**src/hw/rtl/cpu6502_pkg.sv**
```systemverilog
`default_nettype none

package cpu6502_pkg;

	// Mnemonic numbers, alphabetical order
	localparam logic [5:0] OP_ADC = 6'd0;
	localparam logic [5:0] OP_AND = 6'd1;
	localparam logic [5:0] OP_ASL = 6'd2;
	localparam logic [5:0] OP_BCC = 6'd3;
	localparam logic [5:0] OP_BCS = 6'd4;
	localparam logic [5:0] OP_BEQ = 6'd5;
	localparam logic [5:0] OP_BIT = 6'd6;
	localparam logic [5:0] OP_BMI = 6'd7;
	localparam logic [5:0] OP_BNE = 6'd8;
	localparam logic [5:0] OP_BPL = 6'd9;
	localparam logic [5:0] OP_BRK = 6'd10;
	localparam logic [5:0] OP_BVC = 6'd11;
	localparam logic [5:0] OP_BVS = 6'd12;
	localparam logic [5:0] OP_CLC = 6'd13;
	localparam logic [5:0] OP_CLD = 6'd14;
	localparam logic [5:0] OP_CLI = 6'd15;
	localparam logic [5:0] OP_CLV = 6'd16;
	localparam logic [5:0] OP_CMP = 6'd17;
	localparam logic [5:0] OP_CPX = 6'd18;
	localparam logic [5:0] OP_CPY = 6'd19;
	localparam logic [5:0] OP_DEC = 6'd20;
	localparam logic [5:0] OP_DEX = 6'd21;
	localparam logic [5:0] OP_DEY = 6'd22;
	localparam logic [5:0] OP_EOR = 6'd23;
	localparam logic [5:0] OP_INC = 6'd24;
	localparam logic [5:0] OP_INX = 6'd25;
	localparam logic [5:0] OP_INY = 6'd26;
	localparam logic [5:0] OP_JMP = 6'd27;
	localparam logic [5:0] OP_JSR = 6'd28;
	localparam logic [5:0] OP_LDA = 6'd29;
	localparam logic [5:0] OP_LDX = 6'd30;
	localparam logic [5:0] OP_LDY = 6'd31;
	localparam logic [5:0] OP_LSR = 6'd32;
	localparam logic [5:0] OP_NOP = 6'd33;
	localparam logic [5:0] OP_ORA = 6'd34;
	localparam logic [5:0] OP_PHA = 6'd35;
	localparam logic [5:0] OP_PHP = 6'd36;
	localparam logic [5:0] OP_PLA = 6'd37;
	localparam logic [5:0] OP_PLP = 6'd38;
	localparam logic [5:0] OP_ROL = 6'd39;
	localparam logic [5:0] OP_ROR = 6'd40;
	localparam logic [5:0] OP_RTI = 6'd41;
	localparam logic [5:0] OP_RTS = 6'd42;
	localparam logic [5:0] OP_SBC = 6'd43;
	localparam logic [5:0] OP_SEC = 6'd44;
	localparam logic [5:0] OP_SED = 6'd45;
	localparam logic [5:0] OP_SEI = 6'd46;
	localparam logic [5:0] OP_STA = 6'd47;
	localparam logic [5:0] OP_STX = 6'd48;
	localparam logic [5:0] OP_STY = 6'd49;
	localparam logic [5:0] OP_TAX = 6'd50;
	localparam logic [5:0] OP_TAY = 6'd51;
	localparam logic [5:0] OP_TSX = 6'd52;
	localparam logic [5:0] OP_TXA = 6'd53;
	localparam logic [5:0] OP_TXS = 6'd54;
	localparam logic [5:0] OP_TYA = 6'd55;

	localparam logic [7:0] SP_RESET = 8'hFF;

	typedef struct packed {
		logic [5:0] kind;
		logic [7:0] operand;
		logic       on_accumulator;
	} instr_item_t;

	typedef struct packed {
		logic [7:0] result_byte;
		logic       write_back;
		logic       branch_taken;
		logic [7:0] acc_value;
		logic [7:0] index_x_value;
		logic [7:0] index_y_value;
		logic [7:0] stack_value;
		logic [7:0] status_value;
	} retire_item_t;

endpackage

`default_nettype wire

```
**src/hw/rtl/cpu6502_if.sv**
```systemverilog
`default_nettype none

// Instruction channel
interface cpu6502_instr_if;
	import cpu6502_pkg::*;

	logic        valid;
	logic        ready;
	instr_item_t data;

	modport source (output valid, output data, input ready);
	modport sink (input valid, input data, output ready);
endinterface

// Retire channel
interface cpu6502_retire_if;
	import cpu6502_pkg::*;

	logic         valid;
	logic         ready;
	retire_item_t data;

	modport source (output valid, output data, input ready);
	modport sink (input valid, input data, output ready);
endinterface

`default_nettype wire

```
**src/hw/rtl/cpu6502_execute_unit.sv**
```systemverilog
`default_nettype none

// Channel   Dir  Payload
// instr     in   kind, operand, on_accumulator
// retire    out  result_byte, write_back, branch_taken, A, X, Y, S, P
//
// One item per cycle unless retire stalls: an item is held in the input register,
// the 8-bit ALU and flag logic runs, and the result register and A/X/Y/S/P load
// at the same edge. Retire valid follows acceptance via both registers in turn.
// Reset clears A, X, Y, P, sets S to 0xFF and empties both registers.
// A stalled retire output holds the input register; instr.ready drops only
// when both stages are full and retire is not taken.
module cpu6502_execute_unit (
	input  wire                      clk,
	input  wire                      arst_n,
	cpu6502_instr_if.sink            instr,
	cpu6502_retire_if.source         retire
);
	import cpu6502_pkg::*;

	logic         valid_s1;
	instr_item_t  item_s1;
	logic         out_valid_q;
	retire_item_t out_q;

	logic [7:0] a_q, x_q, y_q, sp_q, p_q;
	logic [7:0] a_n, x_n, y_n, sp_n;
	logic       n_f, v_f, d_f, i_f, z_f, c_f;
	logic [7:0] res, src, sh, nz_val, m, m_add, cmp_reg;
	logic       wb, br, nz_en, is_shift, add_en, cmp_en;
	logic [8:0] sum, diff;
	logic       advance;

	// Handshake
	assign advance     = valid_s1 && (!out_valid_q || retire.ready);
	assign instr.ready = !valid_s1 || advance;
	assign retire.valid = out_valid_q;
	assign retire.data  = out_q;

	// Input register
	always_ff @(posedge clk or negedge arst_n) begin
		if (!arst_n) begin
			valid_s1 <= 1'b0;
		end else if (instr.ready) begin
			valid_s1 <= instr.valid;
		end
	end

	always_ff @(posedge clk) begin
		if (instr.valid && instr.ready) begin
			item_s1 <= instr.data;
		end
	end

	// Shared adder and comparator
	assign m     = item_s1.operand;
	assign m_add = (item_s1.kind == OP_SBC) ? ~m : m;
	assign sum   = {1'b0, a_q} + {1'b0, m_add} + {8'd0, p_q[0]};
	assign diff  = {1'b0, cmp_reg} - {1'b0, m};
	assign src   = item_s1.on_accumulator ? a_q : m;

	// Execute
	always_comb begin
		a_n = a_q;
		x_n = x_q;
		y_n = y_q;
		sp_n = sp_q;
		n_f = p_q[7];
		v_f = p_q[6];
		d_f = p_q[3];
		i_f = p_q[2];
		z_f = p_q[1];
		c_f = p_q[0];
		res = 8'd0;
		wb = 1'b0;
		br = 1'b0;
		nz_en = 1'b0;
		nz_val = 8'd0;
		is_shift = 1'b0;
		sh = 8'd0;
		add_en = 1'b0;
		cmp_en = 1'b0;
		cmp_reg = a_q;

		unique case (item_s1.kind)
			OP_ADC, OP_SBC: add_en = 1'b1;
			OP_AND: begin
				a_n = a_q & m;
				nz_en = 1'b1; nz_val = a_n;
			end
			OP_ASL: begin
				c_f = src[7]; sh = {src[6:0], 1'b0}; is_shift = 1'b1;
			end
			OP_BCC: br = !p_q[0];
			OP_BCS: br = p_q[0];
			OP_BEQ: br = p_q[1];
			OP_BMI: br = p_q[7];
			OP_BNE: br = !p_q[1];
			OP_BPL: br = !p_q[7];
			OP_BVC: br = !p_q[6];
			OP_BVS: br = p_q[6];
			OP_BIT: begin
				n_f = m[7]; v_f = m[6]; z_f = ((a_q & m) == 8'd0);
			end
			OP_BRK: begin
				res = {p_q[7:6], 2'b11, p_q[3:0]}; wb = 1'b1;
				sp_n = sp_q - 8'd3; i_f = 1'b1;
			end
			OP_CLC: c_f = 1'b0;
			OP_CLD: d_f = 1'b0;
			OP_CLI: i_f = 1'b0;
			OP_CLV: v_f = 1'b0;
			OP_CMP: cmp_en = 1'b1;
			OP_CPX: begin
				cmp_en = 1'b1; cmp_reg = x_q;
			end
			OP_CPY: begin
				cmp_en = 1'b1; cmp_reg = y_q;
			end
			OP_DEC: begin
				res = m - 8'd1; wb = 1'b1; nz_en = 1'b1; nz_val = res;
			end
			OP_DEX: begin
				x_n = x_q - 8'd1; nz_en = 1'b1; nz_val = x_n;
			end
			OP_DEY: begin
				y_n = y_q - 8'd1; nz_en = 1'b1; nz_val = y_n;
			end
			OP_EOR: begin
				a_n = a_q ^ m; nz_en = 1'b1; nz_val = a_n;
			end
			OP_INC: begin
				res = m + 8'd1; wb = 1'b1; nz_en = 1'b1; nz_val = res;
			end
			OP_INX: begin
				x_n = x_q + 8'd1; nz_en = 1'b1; nz_val = x_n;
			end
			OP_INY: begin
				y_n = y_q + 8'd1; nz_en = 1'b1; nz_val = y_n;
			end
			OP_JSR: sp_n = sp_q - 8'd2;
			OP_LDA: begin
				a_n = m; nz_en = 1'b1; nz_val = m;
			end
			OP_LDX: begin
				x_n = m; nz_en = 1'b1; nz_val = m;
			end
			OP_LDY: begin
				y_n = m; nz_en = 1'b1; nz_val = m;
			end
			OP_LSR: begin
				c_f = src[0]; sh = {1'b0, src[7:1]}; is_shift = 1'b1;
			end
			OP_ORA: begin
				a_n = a_q | m; nz_en = 1'b1; nz_val = a_n;
			end
			OP_PHA: begin
				res = a_q; wb = 1'b1; sp_n = sp_q - 8'd1;
			end
			OP_PHP: begin
				res = {p_q[7:6], 2'b11, p_q[3:0]}; wb = 1'b1;
				sp_n = sp_q - 8'd1;
			end
			OP_PLA: begin
				sp_n = sp_q + 8'd1; a_n = m; nz_en = 1'b1; nz_val = m;
			end
			OP_PLP, OP_RTI: begin
				sp_n = (item_s1.kind == OP_RTI) ? sp_q + 8'd3 : sp_q + 8'd1;
				n_f = m[7]; v_f = m[6]; d_f = m[3];
				i_f = m[2]; z_f = m[1]; c_f = m[0];
			end
			OP_ROL: begin
				c_f = src[7]; sh = {src[6:0], p_q[0]}; is_shift = 1'b1;
			end
			OP_ROR: begin
				c_f = src[0]; sh = {p_q[0], src[7:1]}; is_shift = 1'b1;
			end
			OP_RTS: sp_n = sp_q + 8'd2;
			OP_SEC: c_f = 1'b1;
			OP_SED: d_f = 1'b1;
			OP_SEI: i_f = 1'b1;
			OP_STA: begin
				res = a_q; wb = 1'b1;
			end
			OP_STX: begin
				res = x_q; wb = 1'b1;
			end
			OP_STY: begin
				res = y_q; wb = 1'b1;
			end
			OP_TAX: begin
				x_n = a_q; nz_en = 1'b1; nz_val = a_q;
			end
			OP_TAY: begin
				y_n = a_q; nz_en = 1'b1; nz_val = a_q;
			end
			OP_TSX: begin
				x_n = sp_q; nz_en = 1'b1; nz_val = sp_q;
			end
			OP_TXA: begin
				a_n = x_q; nz_en = 1'b1; nz_val = x_q;
			end
			OP_TXS: sp_n = x_q;
			OP_TYA: begin
				a_n = y_q; nz_en = 1'b1; nz_val = y_q;
			end
			default: ;
		endcase

		// Binary add with carry in; SBC feeds the inverted operand
		if (add_en) begin
			a_n = sum[7:0];
			v_f = (~(a_q[7] ^ m_add[7])) & (a_q[7] ^ sum[7]);
			c_f = sum[8];
			nz_en = 1'b1; nz_val = sum[7:0];
		end

		// Compare: carry set when register >= operand
		if (cmp_en) begin
			c_f = !diff[8];
			nz_en = 1'b1; nz_val = diff[7:0];
		end

		// Shift result goes to A or back to memory
		if (is_shift) begin
			nz_en = 1'b1; nz_val = sh;
			if (item_s1.on_accumulator) begin
				a_n = sh;
			end else begin
				res = sh; wb = 1'b1;
			end
		end

		if (nz_en) begin
			n_f = nz_val[7];
			z_f = (nz_val == 8'd0);
		end
	end

	// Architectural registers
	always_ff @(posedge clk or negedge arst_n) begin
		if (!arst_n) begin
			a_q <= 8'd0;
			x_q <= 8'd0;
			y_q <= 8'd0;
			sp_q <= SP_RESET;
			p_q <= 8'd0;
		end else if (advance) begin
			a_q <= a_n;
			x_q <= x_n;
			y_q <= y_n;
			sp_q <= sp_n;
			p_q <= {n_f, v_f, 2'b00, d_f, i_f, z_f, c_f};
		end
	end

	// Result register
	always_ff @(posedge clk or negedge arst_n) begin
		if (!arst_n) begin
			out_valid_q <= 1'b0;
		end else if (advance) begin
			out_valid_q <= 1'b1;
		end else if (retire.ready) begin
			out_valid_q <= 1'b0;
		end
	end

	always_ff @(posedge clk) begin
		if (advance) begin
			out_q.result_byte <= res;
			out_q.write_back <= wb;
			out_q.branch_taken <= br;
			out_q.acc_value <= a_n;
			out_q.index_x_value <= x_n;
			out_q.index_y_value <= y_n;
			out_q.stack_value <= sp_n;
			out_q.status_value <= {n_f, v_f, 2'b00, d_f, i_f, z_f, c_f};
		end
	end

	// Checks
	ap_unused_bits: assert property (@(posedge clk) disable iff (!arst_n)
		p_q[5:4] == 2'b00)
		else $error("status bits 5:4 set");

	ap_status_match: assert property (@(posedge clk) disable iff (!arst_n)
		out_valid_q |-> out_q.status_value == p_q)
		else $error("retired status differs from P");

	ap_retire_next: assert property (@(posedge clk) disable iff (!arst_n)
		advance |=> out_valid_q)
		else $error("executed item not presented");

	ap_wb_zero: assert property (@(posedge clk) disable iff (!arst_n)
		(out_valid_q && !out_q.write_back) |-> out_q.result_byte == 8'd0)
		else $error("result byte without write-back");

endmodule

`default_nettype wire
```
**src/flat_wrapper.sv**
```systemverilog
// flat-port wrapper written by rule: the top's interface ports become plain ports
module cpu6502_execute_unit_flat import cpu6502_pkg::*;
  (clk, arst_n, instr_valid, instr_data, instr_ready, retire_valid, retire_data, retire_ready);
  cpu6502_instr_if instr_i ();
  cpu6502_retire_if retire_i ();
  input  wire clk;
  input  wire arst_n;
  input wire logic [$bits(instr_i.valid)-1:0] instr_valid;
  input wire logic [$bits(instr_i.data)-1:0] instr_data;
  output wire logic [$bits(instr_i.ready)-1:0] instr_ready;
  output wire logic [$bits(retire_i.valid)-1:0] retire_valid;
  output wire logic [$bits(retire_i.data)-1:0] retire_data;
  input wire logic [$bits(retire_i.ready)-1:0] retire_ready;
  assign instr_i.valid = instr_valid;
  assign instr_i.data = instr_data;
  assign instr_ready = instr_i.ready;
  assign retire_valid = retire_i.valid;
  assign retire_data = retire_i.data;
  assign retire_i.ready = retire_ready;
  cpu6502_execute_unit u_core (.clk(clk), .arst_n(arst_n), .instr(instr_i), .retire(retire_i));
endmodule
```
**config.mk**
```make
export PLATFORM = sky130hd
export DESIGN_NAME = cpu6502_execute_unit_flat
export DESIGN_NICKNAME = d
export VERILOG_FILES = /design/src/hw/rtl/cpu6502_pkg.sv /design/src/hw/rtl/cpu6502_if.sv /design/src/hw/rtl/cpu6502_execute_unit.sv /design/src/flat_wrapper.sv
export SDC_FILE = /design/constraint.sdc
export NUM_CORES = 1
export LEC_CHECK = 0
export ABC_CLOCK_PERIOD_IN_PS = 5800
export BUFFER_PORTS_ARGS = -buffer_cell sky130_fd_sc_hd__clkbuf_2
export CORE_ASPECT_RATIO = 2
export CORE_MARGIN = 1
export CORE_UTILIZATION = 50
export DETAILED_ROUTE_END_ITERATION = 10
export MAX_ROUTING_LAYER = met4
export PLACE_DENSITY = 0.72
export SLEW_MARGIN = 20
export SYNTH_ARGS = -nofsm -noshare
export SYNTH_HDL_FRONTEND = slang
export SYNTH_SLANG_ARGS = --single-unit
```
**constraint.sdc**
```tcl
create_clock -name clk -period 5.8 [get_ports clk]
set_clock_uncertainty 0.15 [all_clocks]
set_input_delay 0 -clock clk [delete_from_list [all_inputs] [get_ports clk]]
set_output_delay 0 -clock clk [all_outputs]
set_load 0.05 [all_outputs]
```
**Word level (Yosys, flattened, before mapping)**

Index checks and enable logic that the tools add are counted.

- Flip-flop bits (word level): 103
- Input bits: 19
- Output and inout bits: 52
- Word-level logic and storage cells: 168

- Add/sub/neg operators: 15
- Equality and inequality tests: 53
- Multiplexer cells: 43
- Bitwise operators: 8
- Reductions and logical operators: 31

Operators with widths:

| kind | count |
|---|---|
| $eq 6x6->1 const B | 23 |
| $pmux 8 s14 | 1 |
| $pmux 8 s6 | 2 |
| $eq 6x5->1 const B | 15 |
| $mux 8 | 11 |
| $pmux 8 s4 | 2 |
| $pmux 8 s7 | 1 |
| $eq 6x4->1 const B | 8 |
| $pmux 8 s5 | 1 |
| $add 8x1->8 const B | 4 |
| $sub 8x1->8 const B | 4 |
| $eq 6x3->1 const B | 4 |
| $reduce_or 2->1 | 10 |
| $mux 1 | 18 |
| $reduce_or 18->1 | 1 |
| $add 8x2->8 const B | 2 |
| $logic_not 8->1 | 2 |
| $pmux 8 s2 | 1 |
| $sub 8x2->8 const B | 2 |
| $eq 6x2->1 const B | 2 |
| $add 8x8->9 | 1 |
| $add 9x1->9 | 1 |
| $sub 8x8->9 | 1 |
| $and 8x8->8 | 1 |
| 19 further kinds | 32 |

**Depth between registers and ports, before layout**

- Depth after elaboration: 9
- Gate-level depth with buffers: 18
- Mapped depth without buffers: 16

**Worst setup path after synthesis**

Ideal clock, no wire load.

- Path kind: register to register
- Start point: register u_core.item_s1[13] (netlist name)
- End point: register u_core.p_q[0]
- Library setup time: 0.125 ns
- Arrival: 3.813 ns
- Required time: 5.525 ns
- Path slack: 1.712 ns
- Stages on the path, launching flop included: 17
- Buffers on the path: 2
- Clock period less this slack: 4.088 ns
- Path through: edfxtp_1 -> buf_4 -> nand2b_1 -> buf_2 -> nor2_1 -> nand2_1 -> xnor2_1 -> fa_1 -> fa_1 -> a21o_1 -> a21oi_1 -> o21ai_0 -> a21o_1 -> a211oi_1 -> o21ai_0 -> a21boi_1 -> mux2_2

- Word-level cells in the longest chain between the ends: 6
- Elaborated cells between the ends (all ways): 29
- Those cells by class: 3 x add/sub; 12 x eq/ne; 7 x mux; 7 x reduce/logical

Ends and longest elaborated chain:

| what | RTL line | source |
|---|---|---|
| start, declared | cpu6502_execute_unit.sv:22 | `instr_item_t item_s1;` |
| start signal, assigned | cpu6502_execute_unit.sv:51 | `item_s1 <= instr.data;` |
| $eq 6x6->1 | cpu6502_execute_unit.sv:57, cpu6502_execute_unit.sv:85 |  |
| $mux 8 | cpu6502_execute_unit.sv:57 | `assign m_add = (item_s1.kind == OP_SBC) ? ~m : m;` |
| $add 8x8->9 | cpu6502_execute_unit.sv:58 | `assign sum = {1'b0, a_q} + {1'b0, m_add} + {8'd0, p_q[0]};` |
| $add 9x1->9 | cpu6502_execute_unit.sv:58 |  |
| $mux 1 | cpu6502_execute_unit.sv:211 | `if (add_en) begin` |
| $mux 1 (*) | cpu6502_execute_unit.sv:219 | `if (cmp_en) begin` |
| net u_core.c_f | cpu6502_execute_unit.sv:28 | `logic n_f, v_f, d_f, i_f, z_f, c_f;` |
| end signal, assigned | cpu6502_execute_unit.sv:253 | `p_q <= {n_f, v_f, 2'b00, d_f, i_f, z_f, c_f};` |
| end, declared | cpu6502_execute_unit.sv:26 | `logic [7:0] a_q, x_q, y_q, sp_q, p_q;` |

Mark *: on every way through the listed nets, which the timed path passes. The rest lies on a longest branch.
A chain may end at the register's enable or synchronous reset.

**Final worst setup path**

- Start point: register u_core.item_s1[13] (netlist name)
- End point: register u_core.out_q, in the netlist u_core.retire.data[1], data pin

- Word-level cells in the longest chain between the ends: 9
- Elaborated cells between the ends (all ways): 57
- Those cells by class: 3 x add/sub; 29 x eq/ne; 16 x mux; 9 x reduce/logical

Ends and longest elaborated chain:

| what | RTL line | source |
|---|---|---|
| $eq 6x6->1 | cpu6502_execute_unit.sv:57, cpu6502_execute_unit.sv:85 |  |
| $mux 8 | cpu6502_execute_unit.sv:57 |  |
| $add 8x8->9 | cpu6502_execute_unit.sv:58 |  |
| $add 9x1->9 | cpu6502_execute_unit.sv:58 |  |
| $mux 8 | cpu6502_execute_unit.sv:211 |  |
| $mux 8 | cpu6502_execute_unit.sv:219 |  |
| $mux 8 | cpu6502_execute_unit.sv:225 | `if (is_shift) begin` |
| $logic_not 8->1 | cpu6502_execute_unit.sv:236 | `z_f = (nz_val == 8'd0);` |
| $mux 1 (*) | cpu6502_execute_unit.sv:234 | `if (nz_en) begin` |
| net u_core.z_f | cpu6502_execute_unit.sv:28 |  |
| end, declared | cpu6502_execute_unit.sv:24 | `retire_item_t out_q;` |

Marks and branches as above.

==> results.txt <==
row count - 68
Reg clk slew, reported paths - 80 ps
Congestion Overflow GR - 0
leakage - 0.003897 uW
Area Overhead vs Synth - 10.71%
average wire per standard cell - 29.08 um
RSZ-0062 raised after global routing - no
Iter 0 DRT Violations - 953
register area share after synthesis - 32.61%
root buffer cell - clkbuf_16
cells along the critical path - nand2b_1 -> nor2_1 -> buf_4 -> nand2_1 -> xnor2_1 -> fa_1 -> fa_1 -> a21o_1 -> a21oi_1 -> o21ai_0 -> a211oi_1 -> nand2_1 -> nand4b_1 -> nor3_2 -> o21ai_1 -> nand2_1
WP buf/inv - 1
initial antenna violation count - 1
Die Wd - 96.35 um
maximum VDD drop - 0.0002787 V
layout net count - 1146
period utilization - 76.81%
Required @ worst endpoint - 5780 ps
Worst Reg2Reg Path Length in Cells - 16
Initial Utilization - 51.28%
synthesized area per cell - 8.642 sq um
worst setup margin - 1345 ps
Most used DFF post-synth - edfxtp_1
Tmin final - 4455 ps
DIE AREA - 18370 sq um
Final Power - 4113 uW
r2r setup slk - 1350 ps
pre-CTS WS - 1391 ps
Synth Register Bits - 103
Die Span Y - 190.7 um
CTS H-Tree Depth - 3
most frequent CP cell - nand2_1
vias in the first global route - 9140
filler-free cell count of the finished design - 1292
clk_lat worst skew - 380 ps
reg2reg start - u_core.item_s1[13]
placed cells - 1256
status - complete, no violations
Synth top area share - 21.25%
Post-DP HPWL - 27650 um
Top delay family on crit path - simple AND/OR/NAND/NOR gates
IO Pins - 71
share of cells above drive strength 1 - 15.63%
Worst setup SP type - register
Final TNS setup - 0 ps
GP Congestion - 1.056
FF-to-FF End - u_core.retire.data[1]
Via Count - 9084
first-pass GRT wire length - 56550 um
Post-synth EDFFs - 63
ANT nets after route - 0
Worst Setup SP - u_core.item_s1[13]
Fin Hold WS - 96.05 ps
mapped cell area - 8901 sq um
largest net degree at the start of global routing - 51
WL final - 37580 um
CP endpoint - u_core.retire.data[1]
Yosys Warn Count - 0
top post-synthesis cells by area - edfxtp_1, dfrtp_1, ha_1
count of pins over their slew limit - 0
overall global routing resource usage - 44.56%
largest area contributor in the netlist - edfxtp_1
CP Max Fanout - 9
Crit. End Element - register
Worst-Margin Slew - 1120 ps
CP max-delay cell - fa_1
Slew HR - 24.76%
Max Cap Viol - 0
via/cell ratio - 7.031
fillers - 1639
clk buf depth - 2
CTS tree - done
Hold WC Path Type - input pin to async pin
critical path class - register to register
router iterations before antenna repair - 6
PD cells - 417.4 nW/um^2
CP Depth - 16
DRC Markers - 0
TritonCTS Buffers - 9
Mapped Cells - 1030
Port Buffer Count - 68
post_cts resized - 0
postcts setup bufs - 0
final setup fails - 0
FMAX - 224.5 MHz
crit path DAT - 4430 ps
Synth cell types - 85
Critical Path Max Stage Delay - 490 ps
Core Box Area - 17360 sq um
Final Hold Fails - 0
Synth async-reset ratio - 38.83%
CTS Sinks - 103
-- power by group --
part | switching (uW) | total [uW] | internal [uW] | leakage, uW
sequential | 500 | 1530 | 1030 | 0.00107
clock | 323 | 629 | 306 | 0.000148
combinational | 1220 | 1950 | 728 | 0.00268
total | 2050 | 4110 | 2070 | 0.00390
-- cell usage after synthesis, types with 11 or more instances --
| library cell | n |
|---|---|
| nand2_1 | 129 |
| nor2_1 | 77 |
| edfxtp_1 | 63 |
| a21oi_1 | 54 |
| o21ai_0 | 50 |
| ha_1 | 46 |
| clkbuf_1 | 44 |
| nor3_1 | 41 |
| inv_1 | 36 |
| dfrtp_1 | 32 |
| nand3_1 | 28 |
| xnor2_1 | 25 |
| mux2_2 | 24 |
| a22oi_1 | 23 |
| a221oi_1 | 21 |
| mux2i_1 | 18 |
| buf_2 | 17 |
| nand2b_1 | 15 |
| a211oi_1 | 14 |
| a221o_1 | 14 |
| o22ai_1 | 14 |
| a22o_1 | 12 |
| nor2b_1 | 11 |
| o211ai_1 | 11 |
-- layout by cell type (no fill, tap or decap), types with 21 or more instances in the layout --
master    instances
nor2_1           77
a21oi_1          54
mux2_2           24
ha_1             46
edfxtp_1         63
buf_4            23
inv_1            36
nand2_1         129
clkbuf_2         68
a22oi_1          23
xnor2_1          25
o21ai_0          49
nand3_1          28
dfrtp_1          32
nor3_1           40
a221oi_1         21
-- cells by family (layout without fill, tap and decap cells) --
logic type	count (synthesis)	after routing	synth area share, %
compound gates	325	325	26.01
xor+xnor	30	30	2.952
fa+ha+maj	51	51	7.591
buf+inv	115	165	5.595
flops	103	103	32.61
mux	43	43	5.313
other cells	1	3	0.04213
simple gates	362	362	19.89
-- sequential cells by signal, summed over array words and instances (netlist names) --
register / cells
u_core.retire.data: 48
u_core.a_q: 8
u_core.m: 8
u_core.sp_q: 8
u_core.x_q: 8
u_core.y_q: 8
u_core.item_s1: 7
u_core.p_q: 6
u_core.retire.valid: 1
u_core.valid_s1: 1
-- how the worst min path moves through the flow --
stage,end,slack [ps]
2_1_floorplan,u_core.a_q[0],-450
3_3_place_gp,u_core.x_q[6],-20
3_5_place_dp,u_core.x_q[1],-20
4_1_cts,u_core.x_q[1],120
5_1_grt,u_core.x_q[1],150
6_report,u_core.x_q[6],100
-- stage by stage --
| step | instance area [sq um] | utilization, % |
|---|---|---|
| 5_1_grt | 9854 | 56.78 |
| 3_5_place_dp | 9341 | 53.82 |
| 6_report | 9854 | 56.78 |
| 3_3_place_gp | 9336 | 53.79 |
| 2_1_floorplan | 8905 | - |
| 4_1_cts | 9836 | 56.67 |
-- final cells by class --
| cell class | instances | area [sq um] | area share [%] |
|---|---|---|---|
| diodes | 1 | 2.502 | 0.02539 |
| clock buffers | 9 | 225.2 | 2.285 |
| flip-flops and latches | 103 | 2903 | 29.46 |
| well taps | 210 | 262.8 | 2.666 |
| clock inverters | 7 | 78.83 | 0.7999 |
| inverters | 39 | 147.6 | 1.498 |
| multi-input cells | 813 | 5532 | 56.13 |
| repair buffers | 110 | 703.2 | 7.136 |
-- per-layer routing --
layer  GRT usage, %  wire length [um]  share of wire (%)  up-vias
met2          69.31             18180                 48      555
met4          37.50              4099                 11        0
met3          14.43              3288                8.8      265
li1               -                 -                  -     3996
met5              -                 0                  0        -
met1          43.89             12000                 32     4268
-- worst reg2reg max path: stages (launching register included) --
cell,delay (ps)
edfxtp_1,390
nand2b_1,340
nor2_1,170
buf_4,150
nand2_1,300
xnor2_1,260
fa_1,490
fa_1,450
a21o_1,170
a21oi_1,280
o21ai_0,160
a211oi_1,380
nand2_1,100
nand4b_1,120
nor3_2,60
o21ai_1,160
nand2_1,80
-- repair_timing --
action / 4_1_cts / 5_1_grt
hold buffers: 19 / 0
endpoints found under the hold margin: 57 / 0
endpoints found under the setup margin: 0 / 0
No activity file was read; power rests on OpenSTA's default activity.
